==> config.mk <==
export PLATFORM = sky130hd
export DESIGN_NAME = lsfx_ctrl
export DESIGN_NICKNAME = d
export VERILOG_FILES = /design/src/rtl/lsfx_pkg.sv /design/src/rtl/lsfx_ctrl.sv
export SDC_FILE = /design/constraint.sdc
export NUM_CORES = 1
export LEC_CHECK = 0
export ABC_CLOCK_PERIOD_IN_PS = 2700
export BUFFER_PORTS_ARGS = -buffer_cell sky130_fd_sc_hd__clkbuf_2
export CORE_AREA = 2 2 39 41
export DETAILED_ROUTE_END_ITERATION = 12
export DIE_AREA = 0 0 41 43
export HOLD_SLACK_MARGIN = 0.06
export PLACE_DENSITY = 0.3
export SYNTH_ARGS = -nofsm -noshare
export SYNTH_HDL_FRONTEND = slang
export SYNTH_SLANG_ARGS = --single-unit
==> constraint.sdc <==
create_clock -name clk -period 2.7 [get_ports clk]
set_clock_uncertainty 0.15 [all_clocks]
set_input_delay 0.27 -clock clk [delete_from_list [all_inputs] [get_ports clk]]
set_output_delay 0.27 -clock clk [all_outputs]
set_load 0.005 [all_outputs]
==> src/rtl/lsfx_pkg.sv <==
// ----------------------------------------------------------------------------
// lsfx_pkg: shared types, codes and helpers for the LED strip effect generator
// Command, mode and register codes, controller/datapath structs, the level
// scaler and the three-segment color wheel.
// ----------------------------------------------------------------------------
package lsfx_pkg;

  localparam int PIXEL_COUNT_DEF = 60;

  localparam int CMD_W   = 2;
  localparam int TIME_W  = 32;
  localparam int IDX_W   = 6;
  localparam int COLOR_W = 24;
  localparam int CFG_IDX_W  = 3;
  localparam int CFG_DATA_W = 16;
  localparam int PHASE_W = 11;

  localparam logic [CMD_W-1:0] CMD_TICK    = 2'd0;
  localparam logic [CMD_W-1:0] CMD_RECOLOR = 2'd1;
  localparam logic [CMD_W-1:0] CMD_OFF     = 2'd2;

  localparam logic [2:0] MODE_SCANNER = 3'd1;
  localparam logic [2:0] MODE_RAINBOW = 3'd2;
  localparam logic [2:0] MODE_FULL    = 3'd3;

  localparam logic [CFG_IDX_W-1:0] CFG_EFFECT_MODE = 3'd0;
  localparam logic [CFG_IDX_W-1:0] CFG_RED_LEVEL   = 3'd1;
  localparam logic [CFG_IDX_W-1:0] CFG_GREEN_LEVEL = 3'd2;
  localparam logic [CFG_IDX_W-1:0] CFG_BLUE_LEVEL  = 3'd3;
  localparam logic [CFG_IDX_W-1:0] CFG_SCAN_IVL    = 3'd4;
  localparam logic [CFG_IDX_W-1:0] CFG_RAINBOW_IVL = 3'd5;

  localparam logic [15:0] SCAN_IVL_RST    = 16'd50;
  localparam logic [15:0] RAINBOW_IVL_RST = 16'd20;
  localparam logic [PHASE_W-1:0] PHASE_WRAP = 11'd1280;
  localparam logic [COLOR_W-1:0] SCAN_DEFAULT_COLOR = 24'h00FF00;
  localparam logic [COLOR_W-1:0] BLACK = 24'h000000;
  localparam int BLANK_LAG = 10;

  typedef enum logic [1:0] {
    ST_IDLE,
    ST_EVAL,
    ST_EMIT
  } lsfx_state_t;

  typedef enum logic [1:0] {
    EMIT_FILL,
    EMIT_RAINBOW,
    EMIT_SCAN
  } emit_kind_t;

  typedef struct packed {
    logic capture;
    logic evaluate;
    logic emit;
  } lsfx_cmd_t;

  typedef struct packed {
    logic has_writes;
    logic out_free;
    logic final_write;
  } lsfx_status_t;

  // floor(level*255/100), saturated; /100 done as *5243 >> 19 (exact for 15-bit x)
  function automatic logic [7:0] scale_level(input logic [6:0] lvl);
    logic [14:0] x;
    logic [27:0] p;
    logic [8:0]  q;
    x = {lvl, 8'b0} - {8'b0, lvl};
    p = {13'b0, x} * 28'd5243;
    q = p[27:19];
    return (q > 9'd255) ? 8'd255 : q[7:0];
  endfunction

  function automatic logic [COLOR_W-1:0] wheel(input logic [7:0] w);
    logic [7:0] v;
    logic [9:0] t;
    logic [7:0] up;
    logic [7:0] dn;
    if (w < 8'd85) begin
      v = w;
    end else if (w < 8'd170) begin
      v = w - 8'd85;
    end else begin
      v = w - 8'd170;
    end
    t  = {2'b0, v} + {1'b0, v, 1'b0};
    up = t[7:0];
    dn = 8'd255 - t[7:0];
    if (w < 8'd85) begin
      return {up, dn, 8'd0};
    end else if (w < 8'd170) begin
      return {dn, 8'd0, up};
    end else begin
      return {8'd0, up, dn};
    end
  endfunction

endpackage

==> src/rtl/lsfx_ctrl.sv <==
// ----------------------------------------------------------------------------
// lsfx_ctrl: command sequencer
// Takes a command, has the datapath evaluate it, then steps out pixel writes.
// ----------------------------------------------------------------------------
module lsfx_ctrl
  import lsfx_pkg::*;
(
  input  logic         clk,
  input  logic         rst,
  input  logic         cmd_valid,
  output logic         cmd_ready,
  input  lsfx_status_t status,
  output lsfx_cmd_t    ctl
);

  lsfx_state_t state;
  lsfx_state_t state_next;

  always_ff @(posedge clk) begin
    if (rst) begin
      state <= ST_IDLE;
    end else begin
      state <= state_next;
    end
  end

  always_comb begin
    state_next   = state;
    cmd_ready    = 1'b0;
    ctl          = '0;
    case (state)
      ST_IDLE: begin
        cmd_ready   = 1'b1;
        ctl.capture = cmd_valid;
        if (cmd_valid) begin
          state_next = ST_EVAL;
        end
      end
      ST_EVAL: begin
        ctl.evaluate = 1'b1;
        state_next   = status.has_writes ? ST_EMIT : ST_IDLE;
      end
      ST_EMIT: begin
        ctl.emit = status.out_free;
        if (status.out_free && status.final_write) begin
          state_next = ST_IDLE;
        end
      end
      default: begin
        state_next = ST_IDLE;
      end
    endcase
  end

endmodule

==> impl_metrics.csv <==
group,metric,value,unit
critical_path,path_class,"reg -> out",
critical_path,path_max_fanout,4,
pwr,p_comb_share,14.8,%
cells_and_area,top_regs,"state: 2 flops",
synthesis,yosysTopAreaCellShare,39.02,%
global_route,grt_pass1_vias,94,
synthesis,syn_area_per_cell,10.26,um2
die,die_h,43,um
pwr,swShare,20.30,%
pwr,power_density,599.4,mW/mm2
route,drc,0,
pwr,p_int,0.00009086,W
status,outcome,"complete, no violations",
cells_and_area,final_cells,38,
route,wl_per_cell,7.132,um
die,die-area,0.001763,mm2
cts,cts_tree,"built",
global_route,grt.overflow.total,0,
pwr,p_seq_share,29.0,%
synthesis,synthTopCellsByArea,"dfxtp_1 39%, nor2b_4 13%, and2_4 8.5%",
die,fp-row-count,14,
cells_and_area,multiInputGateArea,62.56,um2
cts,cts_hold_buf,0,
pwr,leakage,0.09587,nW
cells_and_area,drive_gt1_share,72.73,%
route,postRouteAntennaNets,0,
sta,maxSlewHeadroom,88.12,%
synthesis,yosysTopAreaCell,"dfxtp_1",
cts,cts_root_buffer,"clkbuf_4",
cts,numCtsBuffers,3,
global_route,antenna_found_initial,0,
cells_and_area,fillers,163,
global_route,grt_use_total,3.808,%
pwr,vdd_drop_max,0.0001235,V
synthesis,yosysUniqueCellTypes,9,
sta,tightest_slew,178.2,ps
placement,globalplace.congestion,0.5260,
cts,cts_resized,0,
die,num_io_pins,10,
sta,fmax,0.7347,GHz
cts,postCtsSetupBuffers,0,
critical_path,crit_path_start_kind,"flop",
route,first_pass_iters,2,
cts,cts.sinks,2,
sta,min_period,1361,ps
route,routed_wl,271,um
sta,period_share,50.41,%
sta,setup_viol,0,
cts,clock_path_buffers,2,
sta,drv_slew,0,
cells_and_area,area_growth,85.37,%
sta,rsz0062_at_grt,"no",
die,initial_core_util,7.414,%
synthesis,synth_edf_count,0,
die,die_w,41,um
cells_and_area,register_area,40.04,um2
critical_path,arrival,940,ps
synthesis,syn-cell-area,102.6,um2
placement,dpl.cell_count,35,
route,initialDrtViolationCount,1,
pwr,clockPowerShare,56.2,%
synthesis,synth-seq-cells,2,
synthesis,synthFlopType,"dfxtp_1",
pwr,p_sw,0.00002314,W
cells_and_area,regMostFlops,"state",
route,vias,111,
route,vias_per_cell,2.921,
synthesis,synth_nets,16,
cts,path_clk_slew,30,ps
cells_and_area,diodes,0,
min_path,min_path_type,"in -> reg",
sta,hold_viol,0,
placement,dpl.hpwl,230.2,um
cts,htree_levels,1,
global_route,grt_pass1_wl,345,um
sta,tns,0,ps
cells_and_area,fin_nets,30,
die,core_area,0.001384,mm2
synthesis,synth.most_common_cell,"dfxtp_1",
synthesis,yosysWarnings,0,
critical_path,critPathRequiredTime,2280,ps
global_route,grt_max_degree,5,
sta,hold_ws,102.2,ps
synthesis,synth-seq-area-share,39.02,%
cts,worstSkewPairLatency,220,ps
critical_path,endpoint_kind,"primary output",
synthesis,async_flop_share,0,%
pwr,power.total,0.0001140,W
flow_run,max_cap_viol_count,0,
cells_and_area,largest_register_ffs,2,
placement,port_buffers,9,
synthesis,synth_cells,10,
-- per-stage QoR --
stage                     instance area [um2]  worst slack [ps]  util (%)
after floorplan                         102.6              1676         -
after detailed placement                167.7              1556     12.12
after CTS                               190.2              1319     13.74
after global placement                  167.7              1576     12.12
after global routing                    190.2              1293     13.74
final                                   190.2              1339     13.74
-- kinds of logic after synthesis --
logic type	count (synthesis)	share of synthesized area, %
and+or+nand+nor	6	48.78
AOI/OAI and AO/OA	2	12.19
DFF	2	39.03
-- placed cells by master, fill, tap and decap left out, drive strengths merged --
master / synthesis / layout
nor2b: 2 / 2
a22oi: 1 / 1
a21oi: 1 / 1
nor2: 2 / 2
clkbuf: 0 / 12
and3b: 1 / 1
and2: 1 / 1
dfxtp: 2 / 2
-- routing by layer --
layer	GRT usage [%]	vias to the layer above	wire length [um]	part of all wire, %
met5	0	-	0	0
met4	6.000	0	0	0
met3	3.141	0	47	17
met2	3.750	10	93	34
met1	3.514	43	130	48
li1	-	58	-	-
-- worst max-delay path, cell delays in order (launching register included) --
cell      delay [ps]
dfxtp_1          330
nor2_2           140
and2_4           150
clkbuf_2         100
-- power by group through the flow --
stage                     clock [W]  sequential (W)  combinational [W]
after floorplan                   0       0.0000331         0.00000852
after global placement            0       0.0000333          0.0000170
after detailed placement          0       0.0000335          0.0000173
after CTS                 0.0000678       0.0000331          0.0000174
after global routing      0.0000671       0.0000334          0.0000189
final                     0.0000641       0.0000331          0.0000169
-- area by class of cell --
class / instances / area share [%]
well taps: 16 / 10.53
clock buffers: 3 / 11.84
multi-input cells: 8 / 32.89
repair buffers: 9 / 23.68
flip-flops and latches: 2 / 21.05
-- final timing paths --
check	slack (ps)	end	depth (start not counted)	startpoint
setup reg to reg	1690	state[1]$_SDFFE_PP0P_	3	state[0]$_SDFFE_PP0P_
setup / recovery	1340	ctl[2]	3	state[1]$_SDFFE_PP0P_
hold / removal	100	state[0]$_SDFFE_PP0P_	2	rst
hold reg to reg	460	state[1]$_SDFFE_PP0P_	2	state[1]$_SDFFE_PP0P_
(Power assumes the default switching activity.)
