[config.mk]
export PLATFORM = sky130hd
export DESIGN_NAME = lsfx_dp
export DESIGN_NICKNAME = d
export VERILOG_FILES = /design/src/rtl/lsfx_pkg.sv /design/src/rtl/lsfx_dp.sv
export SDC_FILE = /design/constraint.sdc
export NUM_CORES = 1
export LEC_CHECK = 0
export BUFFER_PORTS_ARGS = -buffer_cell sky130_fd_sc_hd__buf_4
export CORE_UTILIZATION = 57
export CTS_CLUSTER_SIZE = 8
export DETAILED_ROUTE_END_ITERATION = 7
export PLACE_DENSITY = 0.77
export SYNTH_ARGS = -nofsm -noshare
export SYNTH_HDL_FRONTEND = slang
export SYNTH_SLANG_ARGS = --single-unit
[constraint.sdc]
create_clock -name clk -period 8.84 [get_ports clk]
set_input_delay 1.326 -clock clk [delete_from_list [all_inputs] [get_ports clk]]
set_output_delay 1.326 -clock clk [all_outputs]
set_load 0.01 [all_outputs]
[src/rtl/lsfx_pkg.sv]
// ----------------------------------------------------------------------------
// lsfx_pkg: shared types, codes and helpers for the LED strip effect generator
// Command, mode and register codes, controller/datapath structs, the level
// scaler and the three-segment color wheel.
// ----------------------------------------------------------------------------
package lsfx_pkg;

  localparam int PIXEL_COUNT_DEF = 60;

  localparam int CMD_W   = 2;
  localparam int TIME_W  = 32;
  localparam int IDX_W   = 6;
  localparam int COLOR_W = 24;
  localparam int CFG_IDX_W  = 3;
  localparam int CFG_DATA_W = 16;
  localparam int PHASE_W = 11;

  localparam logic [CMD_W-1:0] CMD_TICK    = 2'd0;
  localparam logic [CMD_W-1:0] CMD_RECOLOR = 2'd1;
  localparam logic [CMD_W-1:0] CMD_OFF     = 2'd2;

  localparam logic [2:0] MODE_SCANNER = 3'd1;
  localparam logic [2:0] MODE_RAINBOW = 3'd2;
  localparam logic [2:0] MODE_FULL    = 3'd3;

  localparam logic [CFG_IDX_W-1:0] CFG_EFFECT_MODE = 3'd0;
  localparam logic [CFG_IDX_W-1:0] CFG_RED_LEVEL   = 3'd1;
  localparam logic [CFG_IDX_W-1:0] CFG_GREEN_LEVEL = 3'd2;
  localparam logic [CFG_IDX_W-1:0] CFG_BLUE_LEVEL  = 3'd3;
  localparam logic [CFG_IDX_W-1:0] CFG_SCAN_IVL    = 3'd4;
  localparam logic [CFG_IDX_W-1:0] CFG_RAINBOW_IVL = 3'd5;

  localparam logic [15:0] SCAN_IVL_RST    = 16'd50;
  localparam logic [15:0] RAINBOW_IVL_RST = 16'd20;
  localparam logic [PHASE_W-1:0] PHASE_WRAP = 11'd1280;
  localparam logic [COLOR_W-1:0] SCAN_DEFAULT_COLOR = 24'h00FF00;
  localparam logic [COLOR_W-1:0] BLACK = 24'h000000;
  localparam int BLANK_LAG = 10;

  typedef enum logic [1:0] {
    ST_IDLE,
    ST_EVAL,
    ST_EMIT
  } lsfx_state_t;

  typedef enum logic [1:0] {
    EMIT_FILL,
    EMIT_RAINBOW,
    EMIT_SCAN
  } emit_kind_t;

  typedef struct packed {
    logic capture;
    logic evaluate;
    logic emit;
  } lsfx_cmd_t;

  typedef struct packed {
    logic has_writes;
    logic out_free;
    logic final_write;
  } lsfx_status_t;

  // floor(level*255/100), saturated; /100 done as *5243 >> 19 (exact for 15-bit x)
  function automatic logic [7:0] scale_level(input logic [6:0] lvl);
    logic [14:0] x;
    logic [27:0] p;
    logic [8:0]  q;
    x = {lvl, 8'b0} - {8'b0, lvl};
    p = {13'b0, x} * 28'd5243;
    q = p[27:19];
    return (q > 9'd255) ? 8'd255 : q[7:0];
  endfunction

  function automatic logic [COLOR_W-1:0] wheel(input logic [7:0] w);
    logic [7:0] v;
    logic [9:0] t;
    logic [7:0] up;
    logic [7:0] dn;
    if (w < 8'd85) begin
      v = w;
    end else if (w < 8'd170) begin
      v = w - 8'd85;
    end else begin
      v = w - 8'd170;
    end
    t  = {2'b0, v} + {1'b0, v, 1'b0};
    up = t[7:0];
    dn = 8'd255 - t[7:0];
    if (w < 8'd85) begin
      return {up, dn, 8'd0};
    end else if (w < 8'd170) begin
      return {dn, 8'd0, up};
    end else begin
      return {8'd0, up, dn};
    end
  endfunction

endpackage

[src/rtl/lsfx_dp.sv]
// ----------------------------------------------------------------------------
// lsfx_dp: effect datapath
// Configuration registers, effect state, pixel write sequencing and the
// output register.
// ----------------------------------------------------------------------------
module lsfx_dp
  import lsfx_pkg::*;
#(
  parameter int PIXEL_COUNT = PIXEL_COUNT_DEF
) (
  input  logic                  clk,
  input  logic                  rst,
  input  logic                  cfg_we,
  input  logic [CFG_IDX_W-1:0]  cfg_index,
  input  logic [CFG_DATA_W-1:0] cfg_data,
  input  logic [CMD_W-1:0]      command,
  input  logic [TIME_W-1:0]     now_ms,
  input  lsfx_cmd_t             ctl,
  output lsfx_status_t          status,
  input  logic                  out_ready,
  output logic                  out_valid,
  output logic [IDX_W-1:0]      pixel_index,
  output logic [COLOR_W-1:0]    pixel_color,
  output logic                  last_write
);

  localparam int PW = $clog2(PIXEL_COUNT + 1);
  localparam int HUE_STEP = 256 / PIXEL_COUNT;
  localparam int HUE_REM  = 256 % PIXEL_COUNT;
  localparam logic [PW-1:0]    NPIX     = PW'(PIXEL_COUNT);
  localparam logic [PW-1:0]    LAG      = PW'(BLANK_LAG);
  localparam logic [IDX_W-1:0] LAST_IDX = IDX_W'(PIXEL_COUNT - 1);
  localparam logic [7:0]       STEP8    = 8'(HUE_STEP);
  localparam logic [6:0]       REM7     = 7'(HUE_REM);
  localparam logic [6:0]       NPIX7    = 7'(PIXEL_COUNT);

  // configuration
  logic [2:0]  mode;
  logic [7:0]  red_byte;
  logic [7:0]  green_byte;
  logic [7:0]  blue_byte;
  logic [15:0] scan_ivl;
  logic [15:0] rainbow_ivl;

  // effect state
  logic [TIME_W-1:0]  last_time;
  logic [PW-1:0]      scan_pos;
  logic [PHASE_W-1:0] phase;
  logic               painted;

  // captured command
  logic [CMD_W-1:0]  cap_cmd;
  logic [TIME_W-1:0] cap_now;

  // write sequencing
  emit_kind_t         kind;
  logic [COLOR_W-1:0] fill_color;
  logic [IDX_W-1:0]   idx_a;
  logic [IDX_W-1:0]   idx_b;
  logic [7:0]         hue;
  logic [7:0]         hue_q;
  logic [6:0]         hue_r;
  logic [IDX_W-1:0]   cnt;

  always_ff @(posedge clk) begin
    if (rst) begin
      mode        <= '0;
      red_byte    <= '0;
      green_byte  <= '0;
      blue_byte   <= '0;
      scan_ivl    <= SCAN_IVL_RST;
      rainbow_ivl <= RAINBOW_IVL_RST;
    end else if (cfg_we) begin
      case (cfg_index)
        CFG_EFFECT_MODE: mode        <= cfg_data[2:0];
        CFG_RED_LEVEL:   red_byte    <= scale_level(cfg_data[6:0]);
        CFG_GREEN_LEVEL: green_byte  <= scale_level(cfg_data[6:0]);
        CFG_BLUE_LEVEL:  blue_byte   <= scale_level(cfg_data[6:0]);
        CFG_SCAN_IVL:    scan_ivl    <= cfg_data;
        CFG_RAINBOW_IVL: rainbow_ivl <= cfg_data;
        default: ;
      endcase
    end
  end

  always_ff @(posedge clk) begin
    if (ctl.capture) begin
      cap_cmd <= command;
      cap_now <= now_ms;
    end
  end

  // evaluation of the captured command
  logic [TIME_W-1:0]  elapsed;
  logic               is_tick;
  logic               scan_go;
  logic               scan_wrap;
  logic               rainbow_go;
  logic               full_go;
  logic [PW-1:0]      pos_inc;
  logic               pos_lit;
  logic [PW-1:0]      off_pos;
  logic [PHASE_W-1:0] phase_inc;
  logic [COLOR_W-1:0] level_color;
  logic               levels_zero;
  logic               writes_due;

  always_comb begin
    elapsed     = cap_now - last_time;
    is_tick     = (cap_cmd == CMD_TICK);
    scan_go     = is_tick && (mode == MODE_SCANNER) && (elapsed >= {16'b0, scan_ivl});
    rainbow_go  = is_tick && (mode == MODE_RAINBOW) && (elapsed >= {16'b0, rainbow_ivl});
    full_go     = is_tick && (mode == MODE_FULL) && !painted;
    scan_wrap   = scan_pos >= NPIX;
    pos_inc     = scan_pos + PW'(1);
    pos_lit     = pos_inc < NPIX;
    off_pos     = (pos_inc >= LAG) ? (pos_inc - LAG) : (pos_inc + NPIX - LAG);
    phase_inc   = phase + PHASE_W'(1);
    level_color = {green_byte, red_byte, blue_byte};
    levels_zero = (level_color == BLACK);
    writes_due  = (cap_cmd == CMD_OFF) || (scan_go && !scan_wrap) ||
                  rainbow_go || full_go;
  end

  always_ff @(posedge clk) begin
    if (rst) begin
      last_time <= '0;
      scan_pos  <= '0;
      phase     <= '0;
      painted   <= 1'b0;
    end else if (ctl.evaluate) begin
      if (cap_cmd == CMD_RECOLOR || cap_cmd == CMD_OFF) begin
        painted <= 1'b0;
      end
      if (full_go) begin
        painted <= 1'b1;
      end
      if (scan_go || rainbow_go) begin
        last_time <= cap_now;
      end
      if (scan_go) begin
        scan_pos <= scan_wrap ? '0 : pos_inc;
      end
      if (rainbow_go) begin
        phase <= (phase_inc == PHASE_WRAP) ? '0 : phase_inc;
      end
    end
  end

  // per-pixel sequencing; hue offset i*256/N kept as quotient and remainder
  logic [6:0] r_sum;
  assign r_sum = hue_r + REM7;

  always_ff @(posedge clk) begin
    if (ctl.evaluate) begin
      hue_q <= '0;
      hue_r <= '0;
      hue   <= phase_inc[7:0];
      idx_a <= IDX_W'(pos_inc);
      idx_b <= IDX_W'(off_pos);
      if (cap_cmd == CMD_OFF) begin
        kind       <= EMIT_FILL;
        fill_color <= BLACK;
        cnt        <= '0;
      end else if (rainbow_go) begin
        kind <= EMIT_RAINBOW;
        cnt  <= '0;
      end else if (scan_go) begin
        kind       <= EMIT_SCAN;
        fill_color <= levels_zero ? SCAN_DEFAULT_COLOR : level_color;
        cnt        <= pos_lit ? IDX_W'(0) : IDX_W'(1);
      end else begin
        kind       <= EMIT_FILL;
        fill_color <= level_color;
        cnt        <= '0;
      end
    end else if (ctl.emit) begin
      cnt <= cnt + IDX_W'(1);
      if (r_sum >= NPIX7) begin
        hue_r <= r_sum - NPIX7;
        hue_q <= hue_q + STEP8 + 8'd1;
      end else begin
        hue_r <= r_sum;
        hue_q <= hue_q + STEP8;
      end
    end
  end

  logic [IDX_W-1:0]   cur_idx;
  logic [COLOR_W-1:0] cur_color;

  always_comb begin
    status.has_writes = writes_due;
    status.out_free   = !out_valid || out_ready;
    case (kind)
      EMIT_SCAN: begin
        status.final_write = (cnt == IDX_W'(1));
        cur_idx   = (cnt == '0) ? idx_a : idx_b;
        cur_color = (cnt == '0) ? fill_color : BLACK;
      end
      EMIT_RAINBOW: begin
        status.final_write = (cnt == LAST_IDX);
        cur_idx   = cnt;
        cur_color = wheel(hue_q + hue);
      end
      default: begin
        status.final_write = (cnt == LAST_IDX);
        cur_idx   = cnt;
        cur_color = fill_color;
      end
    endcase
  end

  always_ff @(posedge clk) begin
    if (rst) begin
      out_valid <= 1'b0;
    end else if (ctl.emit) begin
      out_valid <= 1'b1;
    end else if (out_ready) begin
      out_valid <= 1'b0;
    end
  end

  always_ff @(posedge clk) begin
    if (ctl.emit) begin
      pixel_index <= cur_idx;
      pixel_color <= cur_color;
      last_write  <= status.final_write;
    end
  end

endmodule

==> results.yml, run 1 <==
sta:
  fmax_mhz: 127
  maxSlewViolCount: 0
  worst_slack_ns: 0.937
  rsz0062_at_grt: "false"
  fin_crit_sh: 0.894
  tightest_slew_ns: 1.10
  setup_violations: 0
  finClkSkew_ns: 0.0174
  final_hold_viol_count: 0
  fin_crit_ns: 7.90
  fin_setup_tns_ns: 0
  relSlewSlack: 0.261
flow_run:
  cap_violations: 0
global_route:
  grt-ovfl-total: 0
  grt_start_max_net_pins: 98
  grt.total_usage: 0.244
  antenna_found_initial: 1
  grt_pass1_wl_um: 62700
  first_global_vias: 13200
worst_setup_path:
  end_kind: "flop"
  crit_type: "input port to flop"
  r2r_cells: 23
  slowest_stage: "fa_1"
  critPathMaxStageDelay_ns: 0.57
  r2r_setup_slack_ns: 2.74
  reg2reg_from: "hue[0]"
  critPathMaxFanout: 18
  r2r_end: "pixel_color[23]"
  startpoint_type: "input port"
  critPathTopFamily: "adder cells"
  arrival_ns: 8.25
  crit_buf_inv: 6
  worstPathRequired_ns: 9.18
drt:
  wl_per_cell_um: 15.7
  drcViolationCount: 0
  drtAntennaViolNets: 0
  drt_iter0_drc: 980
  via_per_inst: 5.65
  drtPass1Iterations: 6
  wl_um: 37400
  via_count: 13500
clocking:
  cts-buffers-inserted: 35
  htree_levels: 2
  cts_buffer_depth: 3
  cts_sinks: 239
  clk_transition_reported_paths_ns: 0.05
  cts_tree: "built"
  clk_latency_ns: 0.52
  hold_buffers: 0
  clockRootBuffer: "clkbuf_16"
  cts_setup_buffers: 0
  ctsResizeCount: 0
cells_and_area:
  nFillCells: 2481
  final_cell_area_mm2: 0.0195
  drive_gt1_frac: 0.0917
  register_area_mm2: 0.00595
  multi_input_area_mm2: 0.0103
  layoutNonFillerInstCount: 2386
  nNetsFinal: 2314
  area_growth_pct: 11.1
floorplan:
  die_w_um: 178
  io_pins: 95
  dieArea_mm2: 0.0315
  die_h_um: 178
  core-area_mm2: 0.0300
  rows: 63
  start_util: 0.587
min_path:
  hold_start: "last_time[9]"
  holdPathStages: 2
  hold_path_class: "flop to flop"
  min_to: "last_time[9]"
power:
  switching_share: 0.365
  powerDensity_mw_per_mm2: 220
  p_leak_nw: 8.73
  combinationalPowerShare: 0.423
  ir_drop_v: 0.000209
  p_int_mw: 2.72
  finalPower_mw: 4.29
  clkPwrFrac: 0.286
  switching_power_mw: 1.57
  p_seq_frac: 0.291
place:
  placed_cell_area_mm2: 0.0185
  place_hpwl_um: 28400
  gp_congestion: 0.867
  placed_cells: 2325
  place_worst_setup_slack_ns: 0.408
  place.port_buffers: 94
logic_synthesis:
  async_flop_share: 0
  synthDistinctLibCells: 86
  ys_seq_area_frac: 0.338
  syn_area_mm2: 0.0176
  syn_nets: 2241
  synth_area_per_cell_um2: 9.26
  synth_edf_count: 116
  yosysWarnings: 0
  synth_ff_type: "dfxtp_1"
  synth-seq-cells: 239
  syn-instance-count: 1899
run_status:
  outcome: "completed"
cell type report:
cell class                      instances  share of cell area
Clock inverter                          3             0.00282
Inverter                              262              0.0503
Timing Repair Buffer                  105              0.0403
Tap cell                              390              0.0250
Sequential cell                       239               0.304
Multi-Input combinational cell       1329               0.528
Clock buffer                           57              0.0491
Antenna cell                            1            0.000128
registers in the layout, summed over array words and instances, names as in the netlist, 2 cells and up:
| register | count |
|---|---|
| idx_a | 6 |
| cap_cmd | 2 |
| cnt | 6 |
| red_byte | 8 |
| scan_pos | 6 |
| kind | 2 |
| pixel_index | 6 |
| hue_q | 8 |
| scan_ivl | 16 |
| pixel_color | 24 |
| blue_byte | 8 |
| fill_color | 24 |
| rainbow_ivl | 16 |
| green_byte | 8 |
| hue | 8 |
| hue_r | 5 |
| idx_b | 5 |
| last_time | 32 |
| mode | 3 |
| phase | 11 |
| cap_now | 32 |
per-stage QoR:
step                hold WS [ns]  utilization
floorplan                  0.436            -
global placement           0.444        0.618
detailed placement         0.446        0.618
CTS                        0.454        0.652
global route               0.477        0.652
finish                     0.455        0.652
cells in the mapped netlist, drive strengths merged (28+ instances only):
master / instances / area share
nor3: 28 / 0.0086
nand2: 215 / 0.046
xor2: 45 / 0.022
nor2: 111 / 0.024
clkbuf: 50 / 0.011
a21oi: 135 / 0.040
o21ai: 83 / 0.024
mux2i: 51 / 0.029
inv: 260 / 0.056
dfxtp: 123 / 0.14
ha: 213 / 0.15
xnor2: 42 / 0.021
edfxtp: 116 / 0.20
fa: 69 / 0.079
a21o: 34 / 0.015
nor2b: 31 / 0.011
layer usage:
metal / vias to the layer above / wire length, um / GRT usage / share of wire
met2: 380 / 17500 / 0.408 / 0.47
met4: 0 / 747 / 0.0659 / 0.020
li1: 6689 / - / - / -
met3: 59 / 2110 / 0.0366 / 0.056
met5: - / 0 / 0 / 0
met1: 6349 / 17100 / 0.329 / 0.46
cells in the final DEF, fill, tap and decap left out, drive strengths merged, types with 15 or more instances in the layout:
cell type / Yosys / routed
a211oi: 19 / 19
a21o: 34 / 34
a21oi: 135 / 135
a31oi: 26 / 26
and3: 15 / 15
buf: 19 / 105
clkbuf: 50 / 57
dfxtp: 123 / 123
edfxtp: 116 / 116
fa: 69 / 69
ha: 213 / 213
inv: 260 / 262
mux2i: 51 / 51
nand2: 215 / 215
nand3: 27 / 27
nand4: 18 / 18
nor2: 111 / 111
nor2b: 31 / 31
nor3: 28 / 28
o211ai: 18 / 18
o21ai: 83 / 83
xnor2: 42 / 42
xor2: 45 / 45
worst register-to-register path, cell delays in order (launching register included):
cell      delay [ns]
edfxtp_1        0.41
ha_1            0.25
fa_1            0.41
xor2_1          0.37
inv_1           0.15
a21oi_1         0.23
o21ai_0         0.19
a21oi_1         0.20
buf_4           0.23
clkinv_1        0.42
nand2_1         0.29
nor3_1          0.07
a211oi_1        0.55
ha_1            0.39
a21oi_1         0.17
nor2_1          0.05
nor2_1          0.16
o21bai_1        0.08
a21oi_1         0.18
xnor2_1         0.25
xnor2_1         0.15
ha_1            0.20
a32o_1          0.22
a31o_2          0.22
cells by family after synthesis:
family	count (synthesis)	synth area share
simple gates	501	0.133
fa+ha+maj	283	0.231
xor+xnor	87	0.0438
flops	239	0.338
buf+inv	331	0.0753
mux	54	0.0310
compound gates	404	0.148
power by group through the flow:
| stage | sequential [mW] | combinational, mW | clock, mW |
|---|---|---|---|
| final | 1.25 | 1.82 | 1.23 |
| after global routing | 1.25 | 2.08 | 1.30 |
| after CTS | 1.25 | 1.83 | 1.25 |
| after detailed placement | 1.27 | 1.80 | 0 |
| after global placement | 1.27 | 1.72 | 0 |
| after floorplan | 1.27 | 1.36 | 0 |
how the worst max path moves through the flow:
stage                 from           end  cells after the start
2_1_floorplan  cfg_data[1]  blue_byte[2]                     27
3_3_place_gp   cfg_data[2]   red_byte[0]                     27
3_5_place_dp   cfg_data[2]   red_byte[3]                     27
4_1_cts        cfg_data[2]   red_byte[1]                     27
5_1_grt        cfg_data[2]   red_byte[1]                     27
6_report       cfg_data[2]   red_byte[3]                     27
Note: power is estimated with default switching activity, not from simulation.
==> run 2, diff against run 1 <==
--- a/config.mk
+++ b/config.mk
@@ -6,10 +6,12 @@
 export NUM_CORES = 1
 export LEC_CHECK = 0
 export BUFFER_PORTS_ARGS = -buffer_cell sky130_fd_sc_hd__buf_4
+export CORE_ASPECT_RATIO = 1.2
 export CORE_UTILIZATION = 57
 export CTS_CLUSTER_SIZE = 8
 export DETAILED_ROUTE_END_ITERATION = 7
 export PLACE_DENSITY = 0.77
+export RECOVER_POWER = 50
 export SYNTH_ARGS = -nofsm -noshare
 export SYNTH_HDL_FRONTEND = slang
 export SYNTH_SLANG_ARGS = --single-unit
==> run 2 against run 1 <==
Effect of this change: the flow now finishes with violations (capacitance limit, slew limit); via count is 0.99% lower; critical path depth stayed put; clock-buffer cell count is 1 higher; sequential power hardly changed; global-route usage is 0.37 points lower; setup slack worse by 0.028 ns; maximum frequency is 0.35% lower; design area is 0.22% lower; clock skew is 0.0072 ns higher; largest cell class unchanged.
==> results.yml, run 2 (synthesis results as in run 1) <==
run_status:
  outcome: "finished, violations left"
  failed_checks: "capacitance limit, slew limit"
sta:
  fin_crit_sh: 0.897
  maxSlewViolCount: 183
  hold_slack_ns: 0.454
  tightest_slew_ns: 2.56
  relSlewSlack: -0.703
  fmax_mhz: 126
  final_hold_viol_count: 0
  setup_violations: 0
  fin_setup_tns_ns: 0
  rsz0062_at_grt: "false"
  fin_crit_ns: 7.93
  finClkSkew_ns: 0.0246
drt:
  via_count: 13300
  drcViolationCount: 0
  drt_iter0_drc: 801
  drtAntennaViolNets: 0
  wl_per_cell_um: 15.5
  via_per_inst: 5.58
  wl_um: 37100
  drtPass1Iterations: 5
place:
  place.port_buffers: 94
  place_hpwl_um: 28300
  gp_congestion: 0.881
worst_setup_path:
  crit_cells: 27
  startpoint_type: "input port"
  r2r_cells: 23
  crit_type: "input port to flop"
  critPathTopFamily: "adder cells"
  critPathMaxFanout: 18
  slowest_stage: "fa_1"
  crit_buf_inv: 6
  r2r_setup_slack_ns: 2.94
  end_kind: "flop"
  arrival_ns: 8.25
  worstPathRequired_ns: 9.16
  critPathMaxStageDelay_ns: 0.58
clocking:
  clk_latency_ns: 0.51
  ctsResizeCount: 0
  clockRootBuffer: "clkbuf_16"
  clk_transition_reported_paths_ns: 0.05
  cts_setup_buffers: 0
  cts_buffer_depth: 3
  hold_buffers: 0
  cts_sinks: 239
  htree_levels: 2
  cts_tree: "built"
  cts-buffers-inserted: 35
global_route:
  grt_pass1_wl_um: 62400
  grt_use_met3: 0.0388
  first_global_vias: 13400
  met1_usage: 0.303
  grt_busiest_layer: "met2"
  grt-ovfl-total: 0
  grt.total_usage: 0.241
  grt_start_max_net_pins: 67
  grtUsageMet2: 0.414
  antenna_found_initial: 0
cells_and_area:
  nFillCells: 2501
  nNetsFinal: 2313
  area_growth_pct: 10.9
  final_common_cell: "inv_1"
  final_cell_mix: "inv_1, nand2_1, ha_1"
  reg_top3: "cap_now: 32 flops, last_time: 32 flops"
  diodes: 0
  drive_gt1_frac: 0.0863
  post-route-util: 0.641
power:
  ir_drop_v: 0.000170
  powerDensity_mw_per_mm2: 220
  p_leak_nw: 8.69
floorplan:
  io_pins: 95
  rows: 70
  dieArea_mm2: 0.0315
  start_util: 0.578
  die_w_um: 162
  core-area_mm2: 0.0304
  die_h_um: 194
min_path:
  holdPathStages: 2
  hold_path_class: "flop to flop"
flow_run:
  cap_violations: 4
## run 2: cell types whose count changed in the layout (fill, tap and decap cells not counted), sizes merged
cell / delta
clkbuf: +40
buf: -40
inv: -1
diode: -1
## run 2: final cells by class
class	instances	area, um2	area share
Tap cell	396	495	0.0254
Timing Repair Buffer	104	758	0.0389
Inverter	262	983	0.0505
Multi-Input combinational cell	1329	10300	0.529
Clock buffer	58	962	0.0494
Clock inverter	2	32.5	0.00167
Sequential cell	239	5950	0.305
## run 2: final timing paths
check,startpoint,endpoint
setup / recovery,cfg_data[2],red_byte[5]
hold / removal,scan_ivl[9],scan_ivl[9]
setup reg to reg,hue[0],pixel_color[23]
hold reg to reg,scan_ivl[9],scan_ivl[9]
## run 2: worst register-to-register path, delay by kind of cell (launching register included)
family	cells	cell delay, ns
buf+inv	3	0.80
simple gates	4	0.54
flops	1	0.41
xor+xnor	3	0.71
fa+ha+maj	4	1.22
compound gates	9	1.97
## run 2: metrics by stage
stage / setup WS, ns / instance area (um2) / power, mW / cells
after floorplan: 0.727 / 17600 / 2.62 / 1899
after global placement: 0.694 / 18500 / 3.00 / 2330
after detailed placement: 0.395 / 18500 / 3.08 / 2330
after CTS: 0.908 / 19500 / 4.32 / 2390
after global routing: 0.316 / 19500 / 4.63 / 2390
final: 0.910 / 19500 / 4.28 / 2390
## run 2: metal layers
layer,part of all wire,vias to the layer above
met5,0,-
met1,0.43,6253
met4,0.029,0
met3,0.049,79
li1,-,6674
met2,0.49,338
## run 2: power by group
part | internal, mW | switching, mW
Combinational | 0.763 | 1.06
Clock | 0.738 | 0.470
Sequential | 1.22 | 0.0283
==> run 3, diff against run 2 <==
--- a/config.mk
+++ b/config.mk
@@ -8,10 +8,10 @@
 export BUFFER_PORTS_ARGS = -buffer_cell sky130_fd_sc_hd__buf_4
 export CORE_ASPECT_RATIO = 1.2
 export CORE_UTILIZATION = 57
-export CTS_CLUSTER_SIZE = 8
 export DETAILED_ROUTE_END_ITERATION = 7
+export HOLD_SLACK_MARGIN = 0.06
 export PLACE_DENSITY = 0.77
-export RECOVER_POWER = 50
+export RECOVER_POWER = 100
 export SYNTH_ARGS = -nofsm -noshare
 export SYNTH_HDL_FRONTEND = slang
 export SYNTH_SLANG_ARGS = --single-unit
==> run 3 against run 2 <==
Effect of this change: the flow still finishes with violations (capacitance limit, slew limit); utilization down 0.93 points; critical endpoint is now red_byte[0]; routed wire length is 0.13% lower; critical path type unchanged; sequential cell count is the same; largest power group unchanged.
==> results.yml, run 3 (synthesis results as in run 1) <==
run_status:
  outcome: "finished, violations left"
  failed_checks: "capacitance limit, slew limit"
power:
  powerDensity_mw_per_mm2: 217
  p_leak_nw: 8.52
  ir_drop_v: 0.000249
clocking:
  cts_setup_buffers: 0
  clk_latency_ns: 0.53
  htree_levels: 1
  cts_tree: "built"
  ctsResizeCount: 0
  hold_buffers: 0
  cts-buffers-inserted: 26
  cts_buffer_depth: 3
  cts_sinks: 239
  clockRootBuffer: "clkbuf_16"
  clk_transition_reported_paths_ns: 0.06
worst_setup_path:
  reg2reg_from: "hue[0]"
  critPathTopFamily: "adder cells"
  arrival_ns: 8.39
  worstPathRequired_ns: 9.19
  end_kind: "flop"
  crit_buf_inv: 6
  critPathMaxFanout: 18
  startpoint_type: "input port"
  critPathLaunch: "cfg_data[2]"
  crit_type: "input port to flop"
  critPathMaxStageDelay_ns: 0.57
  slowest_stage: "fa_1"
min_path:
  hold_start: "scan_ivl[12]"
  hold_path_class: "flop to flop"
cells_and_area:
  nNetsFinal: 2304
  reg_top3: "cap_now: 32 flops, last_time: 32 flops"
  layoutNonFillerInstCount: 2378
  final_common_cell: "inv_1"
  drive_gt1_frac: 0.0681
  area_growth_pct: 9.30
  diodes: 0
  final_cell_mix: "inv_1, nand2_1, ha_1"
global_route:
  grt-ovfl-total: 0
  grt_start_max_net_pins: 67
  grt.total_usage: 0.238
  first_global_vias: 13400
  antenna_found_initial: 1
  grt_pass1_wl_um: 62300
floorplan:
  die_h_um: 194
  rows: 70
  io_pins: 95
  dieArea_mm2: 0.0315
  die_w_um: 162
  start_util: 0.578
  core-area_mm2: 0.0304
sta:
  rsz0062_at_grt: "false"
  fin_crit_sh: 0.909
  fin_setup_tns_ns: 0
  final_hold_viol_count: 0
  fmax_mhz: 124
  fin_crit_ns: 8.04
  maxSlewViolCount: 296
  relSlewSlack: -0.819
  setup_violations: 0
  finClkSkew_ns: 0.0160
  tightest_slew_ns: 2.73
drt:
  wl_um: 37000
  drcViolationCount: 0
  drt_iter0_drc: 918
  drtPass1Iterations: 5
  wl_per_cell_um: 15.6
  drtAntennaViolNets: 0
  via_per_inst: 5.59
  via_count: 13300
place:
  gp_congestion: 0.881
  place_hpwl_um: 28300
  place.port_buffers: 94
  placed_cells: 2330
flow_run:
  cap_violations: 7
[run 3: changes by cell type in the layout (fill, tap and decap cells not counted), sizes merged]
cell,before,now
bufinv,0,3
buf,65,27
clkinvlp,0,3
clkinv,3,10
clkbuf,97,109
inv,261,262
[run 3: power by group]
part | switching [mW] | total [mW] | internal [mW]
registers | 0.0284 | 1.25 | 1.22
logic | 1.06 | 1.81 | 0.752
clock network | 0.436 | 1.10 | 0.666
total | 1.52 | 4.16 | 2.64
[run 3: layout make-up]
| cell class | instances | area, um2 |
|---|---|---|
| clock buffers | 32 | 724 |
| clock inverters | 16 | 155 |
| fillers | 2540 | 11200 |
| inverters | 262 | 983 |
| multi-input cells | 1329 | 10300 |
| flip-flops and latches | 239 | 5950 |
| well taps | 396 | 495 |
| repair buffers | 104 | 621 |
[run 3: worst paths after layout]
check	depth (start not counted)	end	slack, ns
worst min register to register	2	scan_ivl[12]	0.45
worst max-delay path	27	red_byte[0]	0.80
worst min-delay path	2	scan_ivl[12]	0.45
worst max register to register	23	pixel_color[23]	2.37
[run 3: per-stage QoR]
stage | power [mW] | hold slack (ns) | utilization | setup slack, ns | instance area [um2]
3_5_place_dp | 3.08 | 0.448 | 0.609 | 0.395 | 18500
5_1_grt | 4.51 | 0.475 | 0.632 | 0.213 | 19200
4_1_cts | 4.20 | 0.455 | 0.638 | 0.929 | 19400
6_report | 4.16 | 0.455 | 0.632 | 0.803 | 19200
3_3_place_gp | 3.00 | 0.443 | 0.609 | 0.694 | 18500
2_1_floorplan | 2.62 | 0.436 | - | 0.727 | 17600
[run 3: worst min-delay path: cells and delay by family (launching register included)]
| family | cells | cell delay (ns) |
|---|---|---|
| flip-flops | 1 | 0.31 |
| AND/OR/NAND/NOR | 1 | 0.05 |
| AO/OA/AOI/OAI | 1 | 0.05 |
[run 3: metal layers]
metal,up-vias,global-route usage,wire length (um)
met2,304,0.419,18300
met5,-,0,9
li1,6631,-,-
met3,70,0.0303,1640
met1,6295,0.299,16200
met4,2,0.0793,915
